==> src/design/ssml_tag_escape_stream_core_macros.svh <==
// assertion helpers, clocked on clk and disabled while rst_n is low
`ifndef SSML_TAG_ESCAPE_STREAM_CORE_MACROS_SVH
`define SSML_TAG_ESCAPE_STREAM_CORE_MACROS_SVH

// cond must hold at every edge
`define STE_ASSERT_ALWAYS(lbl, cond) \
  lbl: assert property (@(posedge clk) disable iff (!rst_n) (cond)) \
    else $error("ste check failed");

// when trig holds, cond must hold at the same edge
`define STE_ASSERT_IMP(lbl, trig, cond) \
  lbl: assert property (@(posedge clk) disable iff (!rst_n) (trig) |-> (cond)) \
    else $error("ste check failed");

`endif

==> src/design/ste_pkg.sv <==
package ste_pkg;

  localparam int MaxRes = 7;
  localparam int CntW = $clog2(MaxRes + 1);
  localparam int QueueDepthDef = 2;

  // one input transaction worth of output bytes
  typedef struct packed {
    logic [MaxRes-1:0][7:0] data;
    logic [CntW-1:0]        cnt;
    logic                   last;
  } job_t;

endpackage

==> src/design/ste_front.sv <==
module ste_front (
  input  logic            clk,
  input  logic            rst_n,
  input  logic            in_tvalid,
  output logic            in_tready,
  input  logic [7:0]      in_tdata,
  input  logic            in_tlast,
  input  logic            q_full,
  output logic            push,
  output ste_pkg::job_t   push_job
);

  localparam logic [3:0] EP_NONE = 4'd0;
  localparam logic [3:0] EP_AMP  = 4'd1;
  localparam logic [3:0] EP_Q    = 4'd2;
  localparam logic [3:0] EP_QU   = 4'd3;
  localparam logic [3:0] EP_QUO  = 4'd4;
  localparam logic [3:0] EP_A    = 4'd5;
  localparam logic [3:0] EP_AP   = 4'd6;
  localparam logic [3:0] EP_APO  = 4'd7;
  localparam logic [3:0] EP_AM   = 4'd8;
  localparam logic [3:0] EP_L    = 4'd9;
  localparam logic [3:0] EP_G    = 4'd10;
  localparam logic [3:0] EP_LT   = 4'd11;
  localparam logic [3:0] EP_GT   = 4'd12;

  localparam logic [7:0] CH_ESC  = 8'hEE;
  localparam logic [7:0] CH_HI   = 8'h80;
  localparam logic [7:0] CH_LOW6 = 8'h3F;
  localparam logic [7:0] CH_AMP  = 8'h26;
  localparam logic [7:0] CH_LT   = 8'h3C;
  localparam logic [7:0] CH_GT   = 8'h3E;
  localparam logic [7:0] CH_SQ   = 8'h27;
  localparam logic [7:0] CH_DQ   = 8'h22;
  localparam logic [7:0] CH_SEMI = 8'h3B;

  typedef enum logic [1:0] {
    ADV_MISS = 2'd0,
    ADV_NEXT = 2'd1,
    ADV_DONE = 2'd2
  } adv_kind_t;

  typedef struct packed {
    adv_kind_t  kind;
    logic [3:0] code;
    logic [7:0] ch;
  } adv_t;

  function automatic adv_t advance(input logic [3:0] code, input logic [7:0] b);
    adv_t r;
    r = '{kind: ADV_MISS, code: EP_NONE, ch: 8'h00};
    unique case (code)
      EP_AMP: begin
        if (b == "q") r = '{kind: ADV_NEXT, code: EP_Q, ch: 8'h00};
        else if (b == "a") r = '{kind: ADV_NEXT, code: EP_A, ch: 8'h00};
        else if (b == "l") r = '{kind: ADV_NEXT, code: EP_L, ch: 8'h00};
        else if (b == "g") r = '{kind: ADV_NEXT, code: EP_G, ch: 8'h00};
      end
      EP_Q:   if (b == "u") r = '{kind: ADV_NEXT, code: EP_QU, ch: 8'h00};
      EP_QU:  if (b == "o") r = '{kind: ADV_NEXT, code: EP_QUO, ch: 8'h00};
      EP_QUO: if (b == CH_SEMI) r = '{kind: ADV_DONE, code: EP_NONE, ch: CH_DQ};
      EP_A: begin
        if (b == "p") r = '{kind: ADV_NEXT, code: EP_AP, ch: 8'h00};
        else if (b == "m") r = '{kind: ADV_NEXT, code: EP_AM, ch: 8'h00};
      end
      EP_AP:  if (b == "o") r = '{kind: ADV_NEXT, code: EP_APO, ch: 8'h00};
      EP_APO: if (b == CH_SEMI) r = '{kind: ADV_DONE, code: EP_NONE, ch: CH_SQ};
      EP_AM:  if (b == CH_SEMI) r = '{kind: ADV_DONE, code: EP_NONE, ch: CH_AMP};
      EP_L:   if (b == "t") r = '{kind: ADV_NEXT, code: EP_LT, ch: 8'h00};
      EP_G:   if (b == "t") r = '{kind: ADV_NEXT, code: EP_GT, ch: 8'h00};
      EP_LT:  if (b == CH_SEMI) r = '{kind: ADV_DONE, code: EP_NONE, ch: CH_LT};
      EP_GT:  if (b == CH_SEMI) r = '{kind: ADV_DONE, code: EP_NONE, ch: CH_GT};
      default: r = '{kind: ADV_MISS, code: EP_NONE, ch: 8'h00};
    endcase
    return r;
  endfunction

  function automatic logic [3:0][7:0] prefix_text(input logic [3:0] code);
    logic [3:0][7:0] s;
    unique case (code)
      EP_AMP: s = {"&", 24'h0};
      EP_Q:   s = {"&q", 16'h0};
      EP_QU:  s = {"&qu", 8'h0};
      EP_QUO: s = "&quo";
      EP_A:   s = {"&a", 16'h0};
      EP_AP:  s = {"&ap", 8'h0};
      EP_APO: s = "&apo";
      EP_AM:  s = {"&am", 8'h0};
      EP_L:   s = {"&l", 16'h0};
      EP_G:   s = {"&g", 16'h0};
      EP_LT:  s = {"&lt", 8'h0};
      EP_GT:  s = {"&gt", 8'h0};
      default: s = '0;
    endcase
    return s;
  endfunction

  function automatic logic [3:0] prefix_len(input logic [3:0] code);
    logic [3:0] n;
    unique case (code)
      EP_AMP: n = 4'd1;
      EP_Q, EP_A, EP_L, EP_G: n = 4'd2;
      EP_QU, EP_AP, EP_AM, EP_LT, EP_GT: n = 4'd3;
      EP_QUO, EP_APO: n = 4'd4;
      default: n = 4'd0;
    endcase
    return n;
  endfunction

  logic [3:0] ep_r, ep_nxt;
  logic [1:0] skip_r, skip_nxt;
  logic       tag_r, tag_nxt;
  logic       sq_r, sq_nxt;
  logic       dq_r, dq_nxt;

  logic            accept;
  adv_t            adv;
  logic            do_fresh;
  logic            tag_expand;
  logic [3:0]      head_code;
  logic [3:0]      tail_code;
  logic [2:0][7:0] mid;
  logic [3:0]      mid_len;
  logic [3:0]      head_len;
  logic [3:0]      tail_len;
  logic [3:0]      total_len;
  logic [3:0][7:0] head_txt;
  logic [3:0][7:0] tail_txt;

  assign in_tready = !q_full;
  assign accept = in_tvalid && in_tready;
  assign adv = advance(ep_r, in_tdata);

  always_comb begin
    skip_nxt   = skip_r;
    ep_nxt     = ep_r;
    tag_nxt    = tag_r;
    sq_nxt     = sq_r;
    dq_nxt     = dq_r;
    head_code  = EP_NONE;
    mid        = '0;
    mid_len    = 4'd0;
    do_fresh   = 1'b0;
    tag_expand = 1'b0;

    if (skip_r != 2'd0) begin
      skip_nxt = skip_r - 2'd1;
    end else if (ep_r != EP_NONE && ep_r <= EP_GT) begin
      unique case (adv.kind)
        ADV_DONE: begin
          mid[0]  = adv.ch;
          mid_len = 4'd1;
          ep_nxt  = EP_NONE;
        end
        ADV_NEXT: ep_nxt = adv.code;
        default: begin
          head_code = ep_r;
          ep_nxt    = EP_NONE;
          do_fresh  = 1'b1;
        end
      endcase
    end else begin
      ep_nxt   = EP_NONE;
      do_fresh = 1'b1;
    end

    if (do_fresh) begin
      priority if (in_tdata == CH_ESC) begin
        skip_nxt = 2'd2;
      end else if (!tag_r && in_tdata == CH_LT) begin
        tag_nxt    = 1'b1;
        tag_expand = 1'b1;
      end else if (!tag_r && in_tdata == CH_AMP) begin
        ep_nxt = EP_AMP;
      end else if (!tag_r) begin
        mid[0]  = in_tdata;
        mid_len = 4'd1;
      end else begin
        tag_expand = 1'b1;
      end
    end

    if (tag_expand) begin
      mid[0]  = CH_ESC;
      mid[1]  = CH_HI | {6'd0, in_tdata[7:6]};
      mid[2]  = CH_HI | (in_tdata & CH_LOW6);
      mid_len = 4'd3;
      priority if (sq_r) begin
        if (in_tdata == CH_SQ) sq_nxt = 1'b0;
      end else if (dq_r) begin
        if (in_tdata == CH_DQ) dq_nxt = 1'b0;
      end else if (in_tdata == CH_SQ) begin
        sq_nxt = 1'b1;
      end else if (in_tdata == CH_DQ) begin
        dq_nxt = 1'b1;
      end else begin
        if (in_tdata == CH_GT) tag_nxt = 1'b0;
      end
    end

    tail_code = in_tlast ? ep_nxt : EP_NONE;

    if (in_tlast) begin
      ep_nxt   = EP_NONE;
      skip_nxt = 2'd0;
      tag_nxt  = 1'b0;
      sq_nxt   = 1'b0;
      dq_nxt   = 1'b0;
    end
  end

  assign head_len  = prefix_len(head_code);
  assign tail_len  = prefix_len(tail_code);
  assign head_txt  = prefix_text(head_code);
  assign tail_txt  = prefix_text(tail_code);
  assign total_len = head_len + mid_len + tail_len;

  // splice flushed prefix, fresh bytes and end-of-text flush
  always_comb begin
    push_job.cnt  = total_len[ste_pkg::CntW-1:0];
    push_job.last = in_tlast;
    for (int k = 0; k < ste_pkg::MaxRes; k++) begin
      logic [3:0] kk;
      logic [3:0] km;
      logic [3:0] kt;
      kk = 4'(k);
      km = kk - head_len;
      kt = km - mid_len;
      if (kk < head_len) push_job.data[k] = head_txt[2'd3 - kk[1:0]];
      else if (km < mid_len) push_job.data[k] = mid[km[1:0]];
      else push_job.data[k] = tail_txt[2'd3 - kt[1:0]];
    end
  end

  assign push = accept && (total_len != 4'd0 || in_tlast);

  always_ff @(posedge clk) begin
    if (!rst_n) begin
      ep_r   <= EP_NONE;
      skip_r <= 2'd0;
      tag_r  <= 1'b0;
      sq_r   <= 1'b0;
      dq_r   <= 1'b0;
    end else if (accept) begin
      ep_r   <= ep_nxt;
      skip_r <= skip_nxt;
      tag_r  <= tag_nxt;
      sq_r   <= sq_nxt;
      dq_r   <= dq_nxt;
    end
  end

endmodule

==> src/design/ste_queue.sv <==
`include "ssml_tag_escape_stream_core_macros.svh"

module ste_queue #(
  parameter int Depth = ste_pkg::QueueDepthDef
) (
  input  logic          clk,
  input  logic          rst_n,
  input  logic          push,
  input  ste_pkg::job_t push_job,
  output logic          full,
  input  logic          pop,
  output logic          head_valid,
  output ste_pkg::job_t head_job
);

  localparam int PtrW = $clog2(Depth);
  localparam int CntW = $clog2(Depth + 1);

  ste_pkg::job_t   mem_r [Depth];
  logic [PtrW-1:0] wr_ptr_r, wr_ptr_nxt;
  logic [PtrW-1:0] rd_ptr_r, rd_ptr_nxt;
  logic [CntW-1:0] count_r, count_nxt;

  assign full       = (count_r == CntW'(Depth));
  assign head_valid = (count_r != '0);
  assign head_job   = mem_r[rd_ptr_r];

  always_comb begin
    wr_ptr_nxt = wr_ptr_r;
    rd_ptr_nxt = rd_ptr_r;
    count_nxt  = count_r;
    if (push) wr_ptr_nxt = (wr_ptr_r == PtrW'(Depth - 1)) ? '0 : wr_ptr_r + 1'b1;
    if (pop) rd_ptr_nxt = (rd_ptr_r == PtrW'(Depth - 1)) ? '0 : rd_ptr_r + 1'b1;
    if (push && !pop) count_nxt = count_r + 1'b1;
    else if (pop && !push) count_nxt = count_r - 1'b1;
  end

  always_ff @(posedge clk) begin
    if (!rst_n) begin
      wr_ptr_r <= '0;
      rd_ptr_r <= '0;
      count_r  <= '0;
    end else begin
      wr_ptr_r <= wr_ptr_nxt;
      rd_ptr_r <= rd_ptr_nxt;
      count_r  <= count_nxt;
    end
  end

  always_ff @(posedge clk) begin
    if (push) mem_r[wr_ptr_r] <= push_job;
  end

  `STE_ASSERT_IMP(a_no_push_when_full, full, !push)
  `STE_ASSERT_IMP(a_no_pop_when_empty, !head_valid, !pop)
  `STE_ASSERT_ALWAYS(a_count_in_range, count_r <= CntW'(Depth))

endmodule

==> src/design/ste_back.sv <==
`include "ssml_tag_escape_stream_core_macros.svh"

module ste_back (
  input  logic          clk,
  input  logic          rst_n,
  input  logic          head_valid,
  input  ste_pkg::job_t head_job,
  output logic          pop,
  output logic          out_tvalid,
  input  logic          out_tready,
  output logic [7:0]    out_tdata,
  output logic          out_tlast,
  output logic [1:0]    out_tuser
);

  ste_pkg::job_t              work_r;
  logic                       work_v_r;
  logic [ste_pkg::CntW-1:0]   idx_r;
  logic [ste_pkg::CntW-1:0]   nres;
  logic                       load;
  logic                       fin;
  logic                       out_v_r;
  logic [7:0]                 byte_r;
  logic                       flag_r;
  logic                       last_r;
  logic                       done_r;

  assign nres = (work_r.cnt == '0) ? ste_pkg::CntW'(1) : work_r.cnt;
  assign fin  = (idx_r == nres - 1'b1);
  assign load = work_v_r && (!out_v_r || out_tready);
  assign pop  = head_valid && (!work_v_r || (load && fin));

  always_ff @(posedge clk) begin
    if (!rst_n) begin
      work_v_r <= 1'b0;
      out_v_r  <= 1'b0;
    end else begin
      if (pop) work_v_r <= 1'b1;
      else if (load && fin) work_v_r <= 1'b0;
      if (load) out_v_r <= 1'b1;
      else if (out_tready) out_v_r <= 1'b0;
    end
  end

  always_ff @(posedge clk) begin
    if (pop) begin
      work_r <= head_job;
      idx_r  <= '0;
    end else if (load) begin
      idx_r <= idx_r + 1'b1;
    end
    if (load) begin
      byte_r <= (work_r.cnt == '0) ? 8'h00 : work_r.data[idx_r];
      flag_r <= (work_r.cnt != '0);
      last_r <= fin;
      done_r <= fin && work_r.last;
    end
  end

  assign out_tvalid = out_v_r;
  assign out_tdata  = byte_r;
  assign out_tlast  = last_r;
  assign out_tuser  = {done_r, flag_r};

  `STE_ASSERT_IMP(a_done_ends_run, out_v_r && done_r, last_r)
  `STE_ASSERT_IMP(a_bare_marker_ends_text, out_v_r && !flag_r,
                  last_r && done_r && byte_r == 8'h00)
  `STE_ASSERT_IMP(a_idx_within_job, work_v_r, idx_r < nres)

endmodule

==> src/design/ssml_tag_escape_stream_core.sv <==
// Streaming tag escaper: takes one text byte per transaction on in_* and
// returns the escaped bytes on out_*, one per transaction. Entities outside a
// tag are decoded, bytes inside a tag come out as three bytes each, and an
// escape byte with the two that follow it is dropped. The front end accepts
// one input byte per cycle while the queue is not full, and writes the whole
// set of output bytes of that byte into a queue of QueueDepth entries; the
// back end sends one output byte per cycle while out_tready is high. Sustained
// rate is therefore set by the output side: one output byte for a plain or
// decoded byte, three for a tag byte, up to seven when a held entity prefix
// is flushed, and none for a byte that is only held or dropped. A byte that
// ends the text (in_tlast) always gives at least one output transaction; if
// it has no data, a bare end marker with out_tuser[0] low is sent. A byte
// passes through the queue, the work register and the output register.
module ssml_tag_escape_stream_core #(
  parameter int QueueDepth = ste_pkg::QueueDepthDef
) (
  input  logic       clk,
  input  logic       rst_n,
  input  logic       in_tvalid,
  output logic       in_tready,
  input  logic [7:0] in_tdata,   // text_byte
  input  logic       in_tlast,
  output logic       out_tvalid,
  input  logic       out_tready,
  output logic [7:0] out_tdata,  // out_byte
  output logic       out_tlast,
  output logic [1:0] out_tuser   // out_valid, text_done
);

  logic          q_full;
  logic          push;
  logic          pop;
  logic          head_valid;
  ste_pkg::job_t push_job;
  ste_pkg::job_t head_job;

  ste_front u_front (
    .clk       (clk),
    .rst_n     (rst_n),
    .in_tvalid (in_tvalid),
    .in_tready (in_tready),
    .in_tdata  (in_tdata),
    .in_tlast  (in_tlast),
    .q_full    (q_full),
    .push      (push),
    .push_job  (push_job)
  );

  ste_queue #(
    .Depth (QueueDepth)
  ) u_queue (
    .clk        (clk),
    .rst_n      (rst_n),
    .push       (push),
    .push_job   (push_job),
    .full       (q_full),
    .pop        (pop),
    .head_valid (head_valid),
    .head_job   (head_job)
  );

  ste_back u_back (
    .clk        (clk),
    .rst_n      (rst_n),
    .head_valid (head_valid),
    .head_job   (head_job),
    .pop        (pop),
    .out_tvalid (out_tvalid),
    .out_tready (out_tready),
    .out_tdata  (out_tdata),
    .out_tlast  (out_tlast),
    .out_tuser  (out_tuser)
  );

endmodule

==> config.mk <==
export PLATFORM = sky130hd
export DESIGN_NAME = ssml_tag_escape_stream_core
export DESIGN_NICKNAME = d
export VERILOG_FILES = /design/src/design/ste_pkg.sv /design/src/design/ste_front.sv /design/src/design/ste_queue.sv /design/src/design/ste_back.sv /design/src/design/ssml_tag_escape_stream_core.sv
export VERILOG_INCLUDE_DIRS = /design/src /design/src/design
export SDC_FILE = /design/constraint.sdc
export NUM_CORES = 1
export LEC_CHECK = 0
export ABC_AREA = 1
export BUFFER_PORTS_ARGS = -buffer_cell sky130_fd_sc_hd__buf_2
export CAP_MARGIN = 15
export CELL_PAD_IN_SITES_DETAIL_PLACEMENT = 0
export CELL_PAD_IN_SITES_GLOBAL_PLACEMENT = 2
export CORE_MARGIN = 3
export CORE_UTILIZATION = 40
export CTS_BUF_LIST = sky130_fd_sc_hd__clkbuf_16
export DETAILED_ROUTE_END_ITERATION = 10
export PLACE_DENSITY_LB_ADDON = 0.2
export SLEW_MARGIN = 20
export SYNTH_ARGS = -nofsm -noshare
export SYNTH_HDL_FRONTEND = slang
export SYNTH_SLANG_ARGS = --single-unit
==> constraint.sdc <==
create_clock -name clk -period 11.7 [get_ports clk]
set_input_delay 2.34 -clock clk [delete_from_list [all_inputs] [get_ports clk]]
set_output_delay 2.34 -clock clk [all_outputs]
set_load 0.02 [all_outputs]
Yosys cells after proc, flatten, opt, wreduce, memory -nomap -nowiden --
Memories as Yosys holds them, arrays and structs flattened. A register that Yosys moved wholly into a read port is not among the register bits. Cells that the tools add are included.
Storage, ports and cells: logic and storage cells 283, memory bits (writable) 120, memories 5, bits in registers 29, ROM bits 800, input bits 13
Operators by class: eq/ne operators 33, add/sub/neg operators 30, multiplexer cells 137, $lt $le $gt $ge 30, reductions and logical operators 33
Memory list:
- (no name shown) | words 16, bits a word 22, read ports 1, clocked after memory_dff 0, write ports 0, RTL line ste_front.sv:80 | unique case (code)
- (no name shown) | words 16, bits a word 22, read ports 1, clocked after memory_dff 0, write ports 0, RTL line ste_front.sv:80
- u_queue.mem_r | words 2, bits a word 60, read ports 1, clocked after memory_dff 1, write ports 1, RTL line ste_queue.sv:19 | ste_pkg::job_t mem_r [Depth];
- (no name shown) | words 16, bits a word 3, read ports 1, clocked after memory_dff 0, write ports 0, RTL line ste_front.sv:100 | unique case (code)
- (no name shown) | words 16, bits a word 3, read ports 1, clocked after memory_dff 0, write ports 0, RTL line ste_front.sv:100
Operator list (count):
- two-way mux 8 bit | 37
- binary-select mux 8 bit (select 2 bit) | 14
- case mux 14 bit (12 select lines) | 1
- two-way mux 14 bit | 9
- two-way mux 13 bit | 7
- two-way mux 4 bit | 20
- == test 8 x 7 -> 1 bit (second input constant) | 9
- == test 8 x 6 -> 1 bit (second input constant) | 6
- < comparator 2 x 3 -> 1 bit (second input constant) | 14
- two-way mux 1 bit | 40
- < comparator 4 bit | 7
- binary-select mux 8 bit (select 3 bit) | 1
- two-way mux 24 bit | 1
- == test 4 bit (second input constant) | 5
- == test 4 x 3 -> 1 bit (second input constant) | 4
- subtractor 2 bit | 7
- subtractor 2 bit (first input constant) | 7
- < comparator 3 x 4 -> 1 bit (first input constant) | 3
- two-way mux 2 bit | 6
- nonzero test 2 bit | 6
- subtractor 3 x 4 -> 4 bit (first input constant) | 3
- logical AND 1 bit | 11
- adder 4 bit | 2
- == test 4 x 2 -> 1 bit (second input constant) | 2
- 26 further kinds | 41

Logic depth before layout (Yosys ltp) --
Gate-level depths: netlist of the first run.
word-level depth 25, mapped depth 33

Modules after synthesis --
From an unflattened synthesis of the first run, not the netlist that was laid out.
Second synthesis, totals: cell total of the unflattened synthesis 1250, area total of the unflattened synthesis 12061.6 µm²
By module, submodules not included:
- ste_queue | area an instance 4863.4 µm², cells an instance 222, times used 1, sequential area each 3703.6 µm²
- ste_front | area an instance 4088.9 µm², cells an instance 795, times used 1, sequential area each 180.2 µm²
- ste_back | area an instance 3109.2 µm², cells an instance 233, times used 1, sequential area each 2232.1 µm²

Worst setup path before layout of the first run --
OpenSTA, ideal clock, no wires.
path type input to register, from input port in_tdata[7], to memory u_queue.mem_r[1][0] (netlist name), enable pin, required time 11.220 ns, stages on the path 26, arrival 8.753 ns, setup slack 2.467 ns, library setup time 0.480 ns, path through inv_1 nand4_1 nor4_2 nand2_1 o21ai_1 nor2_1 o21ai_0 ha_1 inv_1 nand3_1 nand3_2 o21bai_1 inv_1 nand2_1 nand2_1 ha_1 nor2_1 nand2_2 nand2_1 fa_1 inv_1 ha_1 fa_1 or4_1 o21ai_0 nor2_1
RTL lines:
- start, declared | RTL line ssml_tag_escape_stream_core.sv:21 | input logic [7:0] in_tdata,
- end, declared | RTL line ste_queue.sv:19

==> results of run 1 <==
sequential cells by signal, indices dropped and copies added (netlist names), 2 cells and up:
register,count
u_front.skip_r,2
u_queue.mem_r,120
u_front.ep_r,4
u_queue.count_r,2
u_back.idx_r,3
u_back.out_tdata,8
u_back.work_r,60
layout by cell type, fill, tap and decap left out, types with 7 or more instances in the layout:
cell type  count
o21ai_0       60
nand2_1      466
o21ai_1       17
edfxtp_1     191
fa_1           7
ha_1          29
nand4_1       11
nor2_4        14
clkbuf_16     23
dfxtp_1       17
o22ai_1       11
inv_1         98
buf_2         25
a311oi_1       8
buf_4          7
inv_2         18
a21oi_1       58
nand3_1       91
nor2_1       130
final cells by class:
type                            count  area (um^2)  share of cell area (%)
Sequential cell                   209         6100                    47.9
Multi-Input combinational cell    961         4760                    37.4
Clock buffer                       23          576                    4.53
Tap cell                          378          473                    3.72
Inverter                          118          453                    3.56
Clock inverter                     17          184                    1.45
Timing Repair Buffer               32          178                    1.40
final timing paths:
kind | from | endpoint | slack [ns] | cells past startpoint
worst min register to register | u_back.out_tvalid | u_back.out_tvalid | 0.49 | 2
worst min-delay path | u_back.out_tvalid | u_back.out_tvalid | 0.49 | 2
worst max register to register | u_front.ep_r[3] | u_queue.count_r[1] | 5.12 | 30
worst max-delay path | in_tdata[7] | u_queue.count_r[1] | 3.55 | 32
synthesized netlist by cell type (2+ instances only):
| library cell | number | area [um^2] |
|---|---|---|
| a211oi_1 | 2 | 15.0 |
| a21oi_1 | 58 | 290 |
| a311oi_1 | 8 | 70.1 |
| a31oi_1 | 2 | 12.5 |
| buf_1 | 2 | 7.51 |
| buf_4 | 3 | 22.5 |
| clkbuf_1 | 29 | 109 |
| dfxtp_1 | 18 | 360 |
| edfxtp_1 | 191 | 5740 |
| fa_1 | 7 | 140 |
| ha_1 | 29 | 363 |
| inv_1 | 97 | 364 |
| inv_2 | 17 | 63.8 |
| inv_4 | 2 | 12.5 |
| nand2_1 | 466 | 1750 |
| nand2_2 | 6 | 37.5 |
| nand2_4 | 5 | 56.3 |
| nand3_1 | 91 | 455 |
| nand3_2 | 4 | 40.0 |
| nand3_4 | 2 | 35.0 |
| nand4_1 | 11 | 68.8 |
| nor2_1 | 132 | 495 |
| nor2_2 | 4 | 25.0 |
| nor2_4 | 12 | 135 |
| nor2_8 | 2 | 40.0 |
| nor3_1 | 4 | 20.0 |
| nor4_1 | 3 | 18.8 |
| o211ai_1 | 6 | 45.0 |
| o21ai_0 | 60 | 300 |
| o21ai_1 | 17 | 85.1 |
| o21bai_1 | 2 | 15.0 |
| o22ai_1 | 11 | 68.8 |
| or2_2 | 2 | 12.5 |
| xor2_1 | 5 | 43.8 |
worst max-delay path: cells and delay by family:
family	cells	cell delay, ns
AOI/OAI and AO/OA	8	1.53
adders and majority gates	6	1.93
buffers and inverters	6	0.54
and+or+nand+nor	12	2.19
kinds of logic after synthesis:
| family | count (synthesis) | synth area share (%) |
|---|---|---|
| fa+ha+maj | 36 | 4.39 |
| buf+inv | 154 | 5.31 |
| compound gates | 173 | 8.54 |
| xor+xnor | 5 | 0.383 |
| flops | 209 | 53.3 |
| simple gates | 747 | 28.1 |
stage by stage:
stage                     worst slack [ns]  power (mW)  hold slack, ns  utilization, %
after floorplan                       2.47        1.51           0.447               -
after global placement                3.29        1.71           0.474            42.7
after detailed placement              3.07        1.72           0.478            42.7
after CTS                             3.60        2.44           0.488            45.4
after global routing                  3.05        2.55           0.511            45.4
final                                 3.55        2.41           0.485            45.4
per-layer routing:
layer / routed length [um] / GRT usage, %
met1: 15700 / 30.2
met2: 14900 / 34.2
met3: 1380 / 2.54
met4: 545 / 4.22
met5: 0 / 0
report_power, final:
group / leakage, nW / internal (mW) / switching (mW)
Combinational: 3.16 / 0.132 / 0.407
Clock: 0.379 / 0.429 / 0.294
Sequential: 1.96 / 1.09 / 0.0634
Total: 5.50 / 1.65 / 0.765
==> results by group, run 1 <==
CTS
  – Clock latency on the worst-skew pair: 0.52 ns
  – TritonCTS Buffers: 23
  – Post_cts resized: 0
  – Hold Buf Count CTS: 0
  – Clk buf depth: 3
  – TritonCTS Sinks: 209
  – CTS tree: yes
  – Htree depth: 1
  – Clk root buf: clkbuf_16
  – Setup Buffers After CTS: 0
  – Clk slew on worst S/H paths: 0.06 ns

Yosys
  – Syn nets: 1,373
  – Yosys warnings: 0
  – Register area share after synthesis: 53.3%
  – Gate Count Post-Synth: 1,324
  – Cell area after synthesis: 11,400 um^2
  – Number of flops mapped to enable cells by yosys: 191
  – Main synth FF type: edfxtp_1
  – Seq cells post-synth: 209
  – FFs w/ async S/R, synth: 0%
  – Mean Syn Cell Area: 8.65 um^2
  – Cell variety after synth: 48

Timing
  – Final Skew: 0.0193 ns
  – Slew Viols, Final: 0
  – Slew Limit Headroom: 36.3%
  – Fmax: 123 MHz
  – RSZ-0062 raised after global routing: no
  – Final hold violations: 0
  – Minimum clock period: 8.15 ns
  – Setup TNS Final: 0 ns
  – Crit share post-route: 69.7%
  – Measured slew at the worst slew-check pin: 0.950 ns
  – Final setup violating endpoints: 0

Run
  – Max-cap viol count: 0

GRT
  – Largest net degree at the start of global routing: 64
  – Antenna violations before repair: 2
  – Number of global-route vias before repair: 8,519
  – Tot GR Track Use: 20.9%
  – Total global routing overflow: 0
  – Global-route wire length before repair: 49,600 um

Place
  – Placed cells: 1,698
  – Post-DP HPWL: 24,600 um
  – Gp weighted congestion: 0.906
  – Cell area after placement: 12,000 um^2
  – I/O Buffers: 25

Worst setup path
  – Slowest stage delay, CP: 0.58 ns
  – Critical path type: input port to flip-flop
  – Max FO, Critical Path: 5
  – Critical Path AT: 8.55 ns
  – CP max stage cell: o21ai_0
  – Most frequent CP cell: inv_1
  – CP Capture Type: flip-flop
  – Crit start category: input port
  – CP Data Required Time: 12.10 ns

Layout
  – Filler cells: 2,792
  – P&R area growth vs syn: 11.1%
  – Nets: 1,394
  – # diodes: 0
  – Final instance area: 12,700 um^2
  – Layout cells sized above 1: 9.78%
  – Non-filler cells, final: 1,738

Detailed routing
  – First drt pass iteration count: 5
  – DR WL/cell: 18.7 um
  – DR DRC count: 0
  – DR vias/cell: 5.10
  – Initial detailed-routing violation count: 695
  – Vias post-DR: 8,865
  – Post-route ant nets: 0
  – Wirelength, routed: 32,600 um

Floorplan
  – Die ar.: 30,700 um^2
  – Core Rows: 61
  – Core Box Area: 28,000 um^2
  – Die width: 175 um
  – Starting Density: 40.9%
  – Die height: 175 um
  – Num ports: 26

Hold path
  – Min-Delay Path Class: flip-flop to flip-flop

Power
  – Leakage power: 5.50 nW
  – Maximum VDD drop: 0.114 mV
  – PD cells: 190 nW/um^2

Run status
  – Status: finished clean
Power figures use the tool's default switching activity.
==> inputs of run 2 (changes only) <==
--- a/config.mk
+++ b/config.mk
@@ -12,7 +12,7 @@
 export CELL_PAD_IN_SITES_DETAIL_PLACEMENT = 0
 export CELL_PAD_IN_SITES_GLOBAL_PLACEMENT = 2
 export CORE_MARGIN = 3
-export CORE_UTILIZATION = 40
+export CORE_UTILIZATION = 36
 export CTS_BUF_LIST = sky130_fd_sc_hd__clkbuf_16
 export DETAILED_ROUTE_END_ITERATION = 10
 export PLACE_DENSITY_LB_ADDON = 0.2
==> constraint.sdc (replaced) <==
create_clock -name clk -period 7.3 [get_ports clk]
set_input_delay 1.46 -clock clk [delete_from_list [all_inputs] [get_ports clk]]
set_output_delay 1.46 -clock clk [all_outputs]
set_load 0.02 [all_outputs]
==> run 2 against run 1 <==
Against the previous run: cell count increased by 2.3%; sequential cell count unchanged; non-clock buffer count increased by 18; core utilization decreased by 3.8 points; register-to-register slack got worse by 3.7 ns; routed wire length increased by 4.6%; global-route usage decreased by 0.85 points; hold slack got worse by 0.0028 ns; clock power increased by 52%; sequential share of layout area decreased by 0.61 points; critical path type unchanged; critical endpoint unchanged.
==> results by group, run 2 (synthesis results as in run 1) <==
Worst setup path
  – CP Data Required Time: 7.69 ns
  – R2R cell count: 31
  – Reg2Reg Setup Slack: 1.43 ns
  – FF-to-FF End: u_queue.count_r[1]
  – Delay-heaviest family, CP: adder cells
  – Critical path type: input port to flip-flop
  – Most frequent CP cell: inv_1
  – CP max stage cell: fa_1
  – Crit start category: input port
  – Worst r2r src: u_front.ep_r[2]
  – CP Capture Type: flip-flop
  – Slowest stage delay, CP: 0.54 ns
  – Critical Path AT: 6.99 ns
  – Crit path buffers/inverters: 6
  – Max FO, Critical Path: 5

Layout
  – Commonest non-fill, non-tap cell in the layout: nand2_1
  – Max reg flops: 120
  – P&R area growth vs syn: 12.5%
  – Nets: 1,413
  – Filler cells: 3,082
  – Most frequent cells in the layout: nand2_1 (466), edfxtp_1 (191), nor2_1 (130), inv_1 (100), nand3_1 (91)
  – Most flops, register: u_queue.mem_r
  – Final instance area: 12,900 um^2
  – Finished Core Util: 41.6%
  – Layout cells sized above 1: 10.9%

GRT
  – Number of global-route vias before repair: 8,563
  – Largest net degree at the start of global routing: 62
  – Tot GR Track Use: 20.1%
  – Antenna violations before repair: 1
  – Total global routing overflow: 0
  – Global-route wire length before repair: 51,800 um

CTS
  – Clk slew on worst S/H paths: 0.06 ns
  – TritonCTS Sinks: 209
  – Clk root buf: clkbuf_16
  – CTS tree: yes
  – Htree depth: 1
  – Clock latency on the worst-skew pair: 0.52 ns
  – Post_cts resized: 0
  – Setup Buffers After CTS: 0
  – Hold Buf Count CTS: 0
  – Clk buf depth: 3
  – TritonCTS Buffers: 24

Detailed routing
  – DR vias/cell: 5.06
  – DR DRC count: 0
  – Initial detailed-routing violation count: 741
  – Wirelength, routed: 34,100 um
  – DR WL/cell: 19.2 um
  – Post-route ant nets: 0
  – Vias post-DR: 9,000
  – First drt pass iteration count: 6

Floorplan
  – Die height: 184 um
  – Die ar.: 34,000 um^2
  – Starting Density: 36.9%
  – Core Rows: 64
  – Core Box Area: 31,000 um^2
  – Num ports: 26
  – Die width: 184 um

Timing
  – Fmax: 152 MHz
  – Final setup violating endpoints: 0
  – Hold slack: 0.483 ns
  – Final Skew: 0.0213 ns
  – Setup TNS Final: 0 ns
  – Minimum clock period: 6.60 ns
  – Final hold violations: 0
  – Slew Limit Headroom: 41.7%
  – Measured slew at the worst slew-check pin: 0.870 ns
  – RSZ-0062 raised after global routing: no
  – Slew Viols, Final: 0
  – Crit share post-route: 90.4%

Hold path
  – Hold Path Sink: u_back.out_tvalid
  – Hold Path Stages: 2
  – Min-Delay Path Class: flip-flop to flip-flop
  – Hold path start: u_back.out_tvalid

Place
  – Gp weighted congestion: 0.867
  – Cell area after placement: 12,100 um^2
  – I/O Buffers: 25
  – Post-DP HPWL: 26,200 um

Power
  – Maximum VDD drop: 0.157 mV
  – PD cells: 297 nW/um^2
  – Power Total: 3.83 mW
  – Leakage power: 5.59 nW

Run
  – Max-cap viol count: 0

Run status
  – Status: finished clean
-- run 2: power breakdown --
part	leakage [nW]	internal (mW)	switching [mW]	total [mW]
Combinational	3.26	0.221	0.666	0.887
Clock	0.372	0.635	0.469	1.10
Sequential	1.96	1.74	0.100	1.84
Total	5.59	2.60	1.24	3.83
-- run 2: layout make-up --
cell class | instances | area [um^2] | share of cell area, %
Sequential cell | 209 | 6100 | 47.3
Multi-Input combinational cell | 961 | 4770 | 37.0
Clock buffer | 24 | 601 | 4.66
Tap cell | 396 | 495 | 3.85
Inverter | 118 | 453 | 3.52
Timing Repair Buffer | 50 | 338 | 2.62
Clock inverter | 19 | 129 | 1.00
Antenna cell | 1 | 2.50 | 0.0194
-- run 2: worst max path at each step --
stage,start,to,slack (ns),cells after the start
2_1_floorplan,in_tdata[7],u_queue.mem_r[1][0],-0.08,26
3_3_place_gp,in_tdata[7],u_queue.count_r[1],0.22,32
3_5_place_dp,in_tdata[7],u_queue.count_r[1],0.10,32
4_1_cts,in_tdata[7],u_queue.count_r[1],0.59,32
5_1_grt,in_tdata[7],u_queue.count_r[1],0.06,32
6_report,in_tdata[7],u_queue.count_r[1],0.70,32
-- run 2: worst reg2reg max path: cells and delay by family, from the launching register on --
| family | cells | cell delay, ns |
|---|---|---|
| fa+ha+maj | 6 | 2.22 |
| buf+inv | 6 | 0.47 |
| flops | 1 | 0.46 |
| compound gates | 8 | 1.05 |
| simple gates | 11 | 1.58 |
-- run 2: metal layers --
metal	routed length (um)	track usage (%)
met1	16300	28.7
met2	15500	32.4
met3	1540	2.82
met4	792	5.05
met5	0	0
-- run 2: metrics by stage --
step	std cells	setup WS, ns
after floorplan	1324	-0.0757
after global placement	1734	0.220
after detailed placement	1734	0.103
after CTS	1777	0.587
after global routing	1777	0.0576
final	1778	0.701
==> inputs of run 3 (changes only) <==
--- a/config.mk
+++ b/config.mk
@@ -6,14 +6,14 @@
 export SDC_FILE = /design/constraint.sdc
 export NUM_CORES = 1
 export LEC_CHECK = 0
-export ABC_AREA = 1
 export BUFFER_PORTS_ARGS = -buffer_cell sky130_fd_sc_hd__buf_2
 export CAP_MARGIN = 15
 export CELL_PAD_IN_SITES_DETAIL_PLACEMENT = 0
 export CELL_PAD_IN_SITES_GLOBAL_PLACEMENT = 2
 export CORE_MARGIN = 3
-export CORE_UTILIZATION = 36
+export CORE_UTILIZATION = 39
 export CTS_BUF_LIST = sky130_fd_sc_hd__clkbuf_16
+export CTS_CLUSTER_SIZE = 24
 export DETAILED_ROUTE_END_ITERATION = 10
 export PLACE_DENSITY_LB_ADDON = 0.2
 export SLEW_MARGIN = 20
==> run 3 against run 2 <==
Against the previous run: clock-buffer cell count shrank 2; fmax shrank 2.0%; non-clock buffer count grew 40; core utilization grew 3.4 points; global-route usage grew 1.1 points; total power shrank 2.4%; area after synthesis grew 3.8%; critical path type unchanged; largest cell class unchanged; largest power group unchanged.
==> results by group, run 3 <==
Run status
  – Status: finished clean

Yosys
  – Yosys warnings: 0
  – Register area share after synthesis: 51.3%
  – Cell variety after synth: 84
  – Gate Count Post-Synth: 1,084
  – Number of flops mapped to enable cells by yosys: 191
  – Post-synth top area share: 48.3%
  – FFs w/ async S/R, synth: 0%
  – Syn nets: 1,133
  – Cell area after synthesis: 11,900 um^2
  – Dominant cell type by area after synthesis: edfxtp_1
  – Synth area leaders: edfxtp_1 (48%), mux2_2 (6.2%), nor2_1 (3.3%), ha_1 (3.1%), dfxtp_1 (3.0%)
  – Synth top cells by count: edfxtp_1 (191), nor2_1 (106), nand2_1 (79), mux2_2 (65), a21oi_1 (58)
  – Most common cell in the netlist: edfxtp_1
  – Mean Syn Cell Area: 11.0 um^2
  – Seq cells post-synth: 209
  – Main synth FF type: edfxtp_1

Worst setup path
  – Critical Path AT: 7.17 ns
  – CP Capture Type: flip-flop
  – Max FO, Critical Path: 15
  – FF-to-FF End: u_queue.count_r[1]
  – Worst r2r src: u_front.ep_r[0]
  – R2R cell count: 22
  – CP Data Required Time: 7.74 ns
  – Reg2Reg Setup Slack: 1.01 ns
  – Critical path type: input port to flip-flop
  – Crit start category: input port

Hold path
  – Hold path start: u_back.work_v_r
  – Hold Path Sink: u_back.out_tvalid
  – Hold Path Stages: 1
  – Min-Delay Path Class: flip-flop to flip-flop

Detailed routing
  – First drt pass iteration count: 5
  – DR vias/cell: 5.86
  – DR DRC count: 0
  – Vias post-DR: 8,955
  – Initial detailed-routing violation count: 888
  – DR WL/cell: 23.1 um
  – Post-route ant nets: 0
  – Wirelength, routed: 35,200 um

Floorplan
  – Die width: 181 um
  – Num ports: 26
  – Die ar.: 32,600 um^2
  – Die height: 181 um
  – Starting Density: 39.8%
  – Core Box Area: 29,900 um^2
  – Core Rows: 63

Place
  – Cell area after placement: 12,700 um^2
  – Gp weighted congestion: 0.927
  – Post-DP HPWL: 26,500 um
  – I/O Buffers: 25

GRT
  – Global-route wire length before repair: 53,900 um
  – Tot GR Track Use: 21.2%
  – Largest net degree at the start of global routing: 66
  – Antenna violations before repair: 0
  – Total global routing overflow: 0
  – Number of global-route vias before repair: 8,630

CTS
  – Htree depth: 1
  – Clk slew on worst S/H paths: 0.06 ns
  – TritonCTS Buffers: 22
  – Clk buf depth: 3
  – Hold Buf Count CTS: 0
  – Clk root buf: clkbuf_16
  – TritonCTS Sinks: 209
  – Clock latency on the worst-skew pair: 0.51 ns
  – CTS tree: yes
  – Post_cts resized: 0
  – Setup Buffers After CTS: 0

Layout
  – P&R area growth vs syn: 13.0%
  – Final instance area: 13,400 um^2
  – Max reg flops: 120
  – Most frequent cells in the layout: edfxtp_1 (191), nor2_1 (106), nand2_1 (79), mux2_2 (65), buf_4 (61)
  – Most flops, register: u_queue.mem_r
  – Layout cells sized above 1: 18.9%
  – Filler cells: 2,798
  – Nets: 1,172
  – Commonest non-fill, non-tap cell in the layout: edfxtp_1
  – # diodes: 0

Timing
  – Measured slew at the worst slew-check pin: 0.908 ns
  – RSZ-0062 raised after global routing: no
  – Crit share post-route: 92.2%
  – Setup TNS Final: 0 ns
  – Final setup violating endpoints: 0
  – Slew Limit Headroom: 39.0%
  – Final Skew: 0.0101 ns
  – Slew Viols, Final: 0
  – Minimum clock period: 6.73 ns
  – Fmax: 148 MHz
  – Final hold violations: 0

Power
  – Clock share of power: 27.6%
  – PD cells: 279 nW/um^2
  – Sw Share: 28.6%
  – Net switching power: 1.07 mW
  – Leakage power: 4.86 nW
  – Cell Int Power: 2.67 mW
  – Register share of total power: 47.8%
  – Maximum VDD drop: 0.196 mV
  – Comb power frac: 24.5%
  – Power Total: 3.74 mW

Run
  – Max-cap viol count: 0
==> run 3: changes by cell type after synthesis, moves of 16 or more <==
cell,delta
mux2i_1,+17
a211oi_1,+20
nand3_1,-58
inv_2,-16
mux2_2,+65
inv_1,-66
clkbuf_1,+28
nor2b_1,+24
nor3_1,+22
nand2_1,-387
and2_1,+17
nor2_1,-26
==> run 3: kinds of logic (layout without fill, tap and decap cells) <==
group / after synthesis / in the layout / synth area share (%)
AO/OA/AOI/OAI: 260 / 260 / 15.3
buffers and inverters: 109 / 164 / 3.71
AND/OR/NAND/NOR: 368 / 368 / 15.5
adder cells (fa/ha/maj): 36 / 36 / 4.23
flip-flops: 209 / 209 / 51.3
XOR/XNOR: 12 / 12 / 0.884
multiplexers: 90 / 90 / 9.11
==> run 3: how the worst max path moves through the flow <==
stage	startpoint	endpoint	slack [ns]	cells past startpoint
2_1_floorplan	in_tdata[0]	u_queue.mem_r[0][0]	0.008	23
3_3_place_gp	in_tdata[0]	u_queue.mem_r[0][15]	0.21	22
5_1_grt	in_tdata[0]	u_queue.count_r[1]	0.04	23
4_1_cts	in_tdata[0]	u_queue.count_r[1]	0.62	23
3_5_place_dp	in_tdata[0]	u_queue.count_r[1]	0.08	23
6_report	in_tdata[0]	u_queue.count_r[1]	0.57	23
==> run 3: metal layers <==
metal	GRT usage, %	up-vias	part of all wire (%)
met5	0	-	0
met4	3.62	0	1.4
met3	2.64	34	5.0
met2	34.7	236	46
met1	30.8	4472	47
li1	-	4213	-
==> run 3: area by class of cell <==
type	count	area, um^2	area share [%]
inverter	34	133	0.988
timing repair buffer	90	663	4.94
clock inverter	18	123	0.913
sequential	209	6100	45.4
clock buffer	22	551	4.10
multi-input combinational	766	5370	40.0
tap	390	488	3.64
==> run 3: worst max-delay path, stage by stage <==
cell	delay [ns]
buf_2	0.25
buf_4	0.24
and4b_1	0.20
nand3_1	0.13
a2111o_1	0.44
inv_1	0.07
ha_1	0.28
inv_1	0.13
nor2_1	0.06
a211oi_1	0.32
a31oi_1	0.21
ha_1	0.41
a2111o_4	0.53
nand2_1	0.12
fa_1	0.39
inv_1	0.07
ha_1	0.18
fa_1	0.45
nor4_1	0.19
a21oi_1	0.16
ha_1	0.37
or3_1	0.35
a21boi_0	0.16
==> run 3: stage by stage <==
stage               std cells  worst slack [ns]  hold WS, ns  utilization (%)
floorplan                1084           0.00828        0.448                -
global placement         1489             0.212        0.463             42.7
detailed placement       1489            0.0846        0.463             42.7
CTS                      1529             0.624        0.477             44.9
global route             1529            0.0406        0.505             44.9
finish                   1529             0.566        0.472             44.9
==> run 3: power by group through the flow <==
| stage | Combinational [mW] | Clock [mW] | Sequential (mW) |
|---|---|---|---|
| 3_5_place_dp | 0.935 | 0 | 1.81 |
| 2_1_floorplan | 0.611 | 0 | 1.83 |
| 3_3_place_gp | 0.928 | 0 | 1.80 |
| 5_1_grt | 1.00 | 1.10 | 1.81 |
| 4_1_cts | 0.940 | 1.06 | 1.79 |
| 6_report | 0.918 | 1.03 | 1.79 |
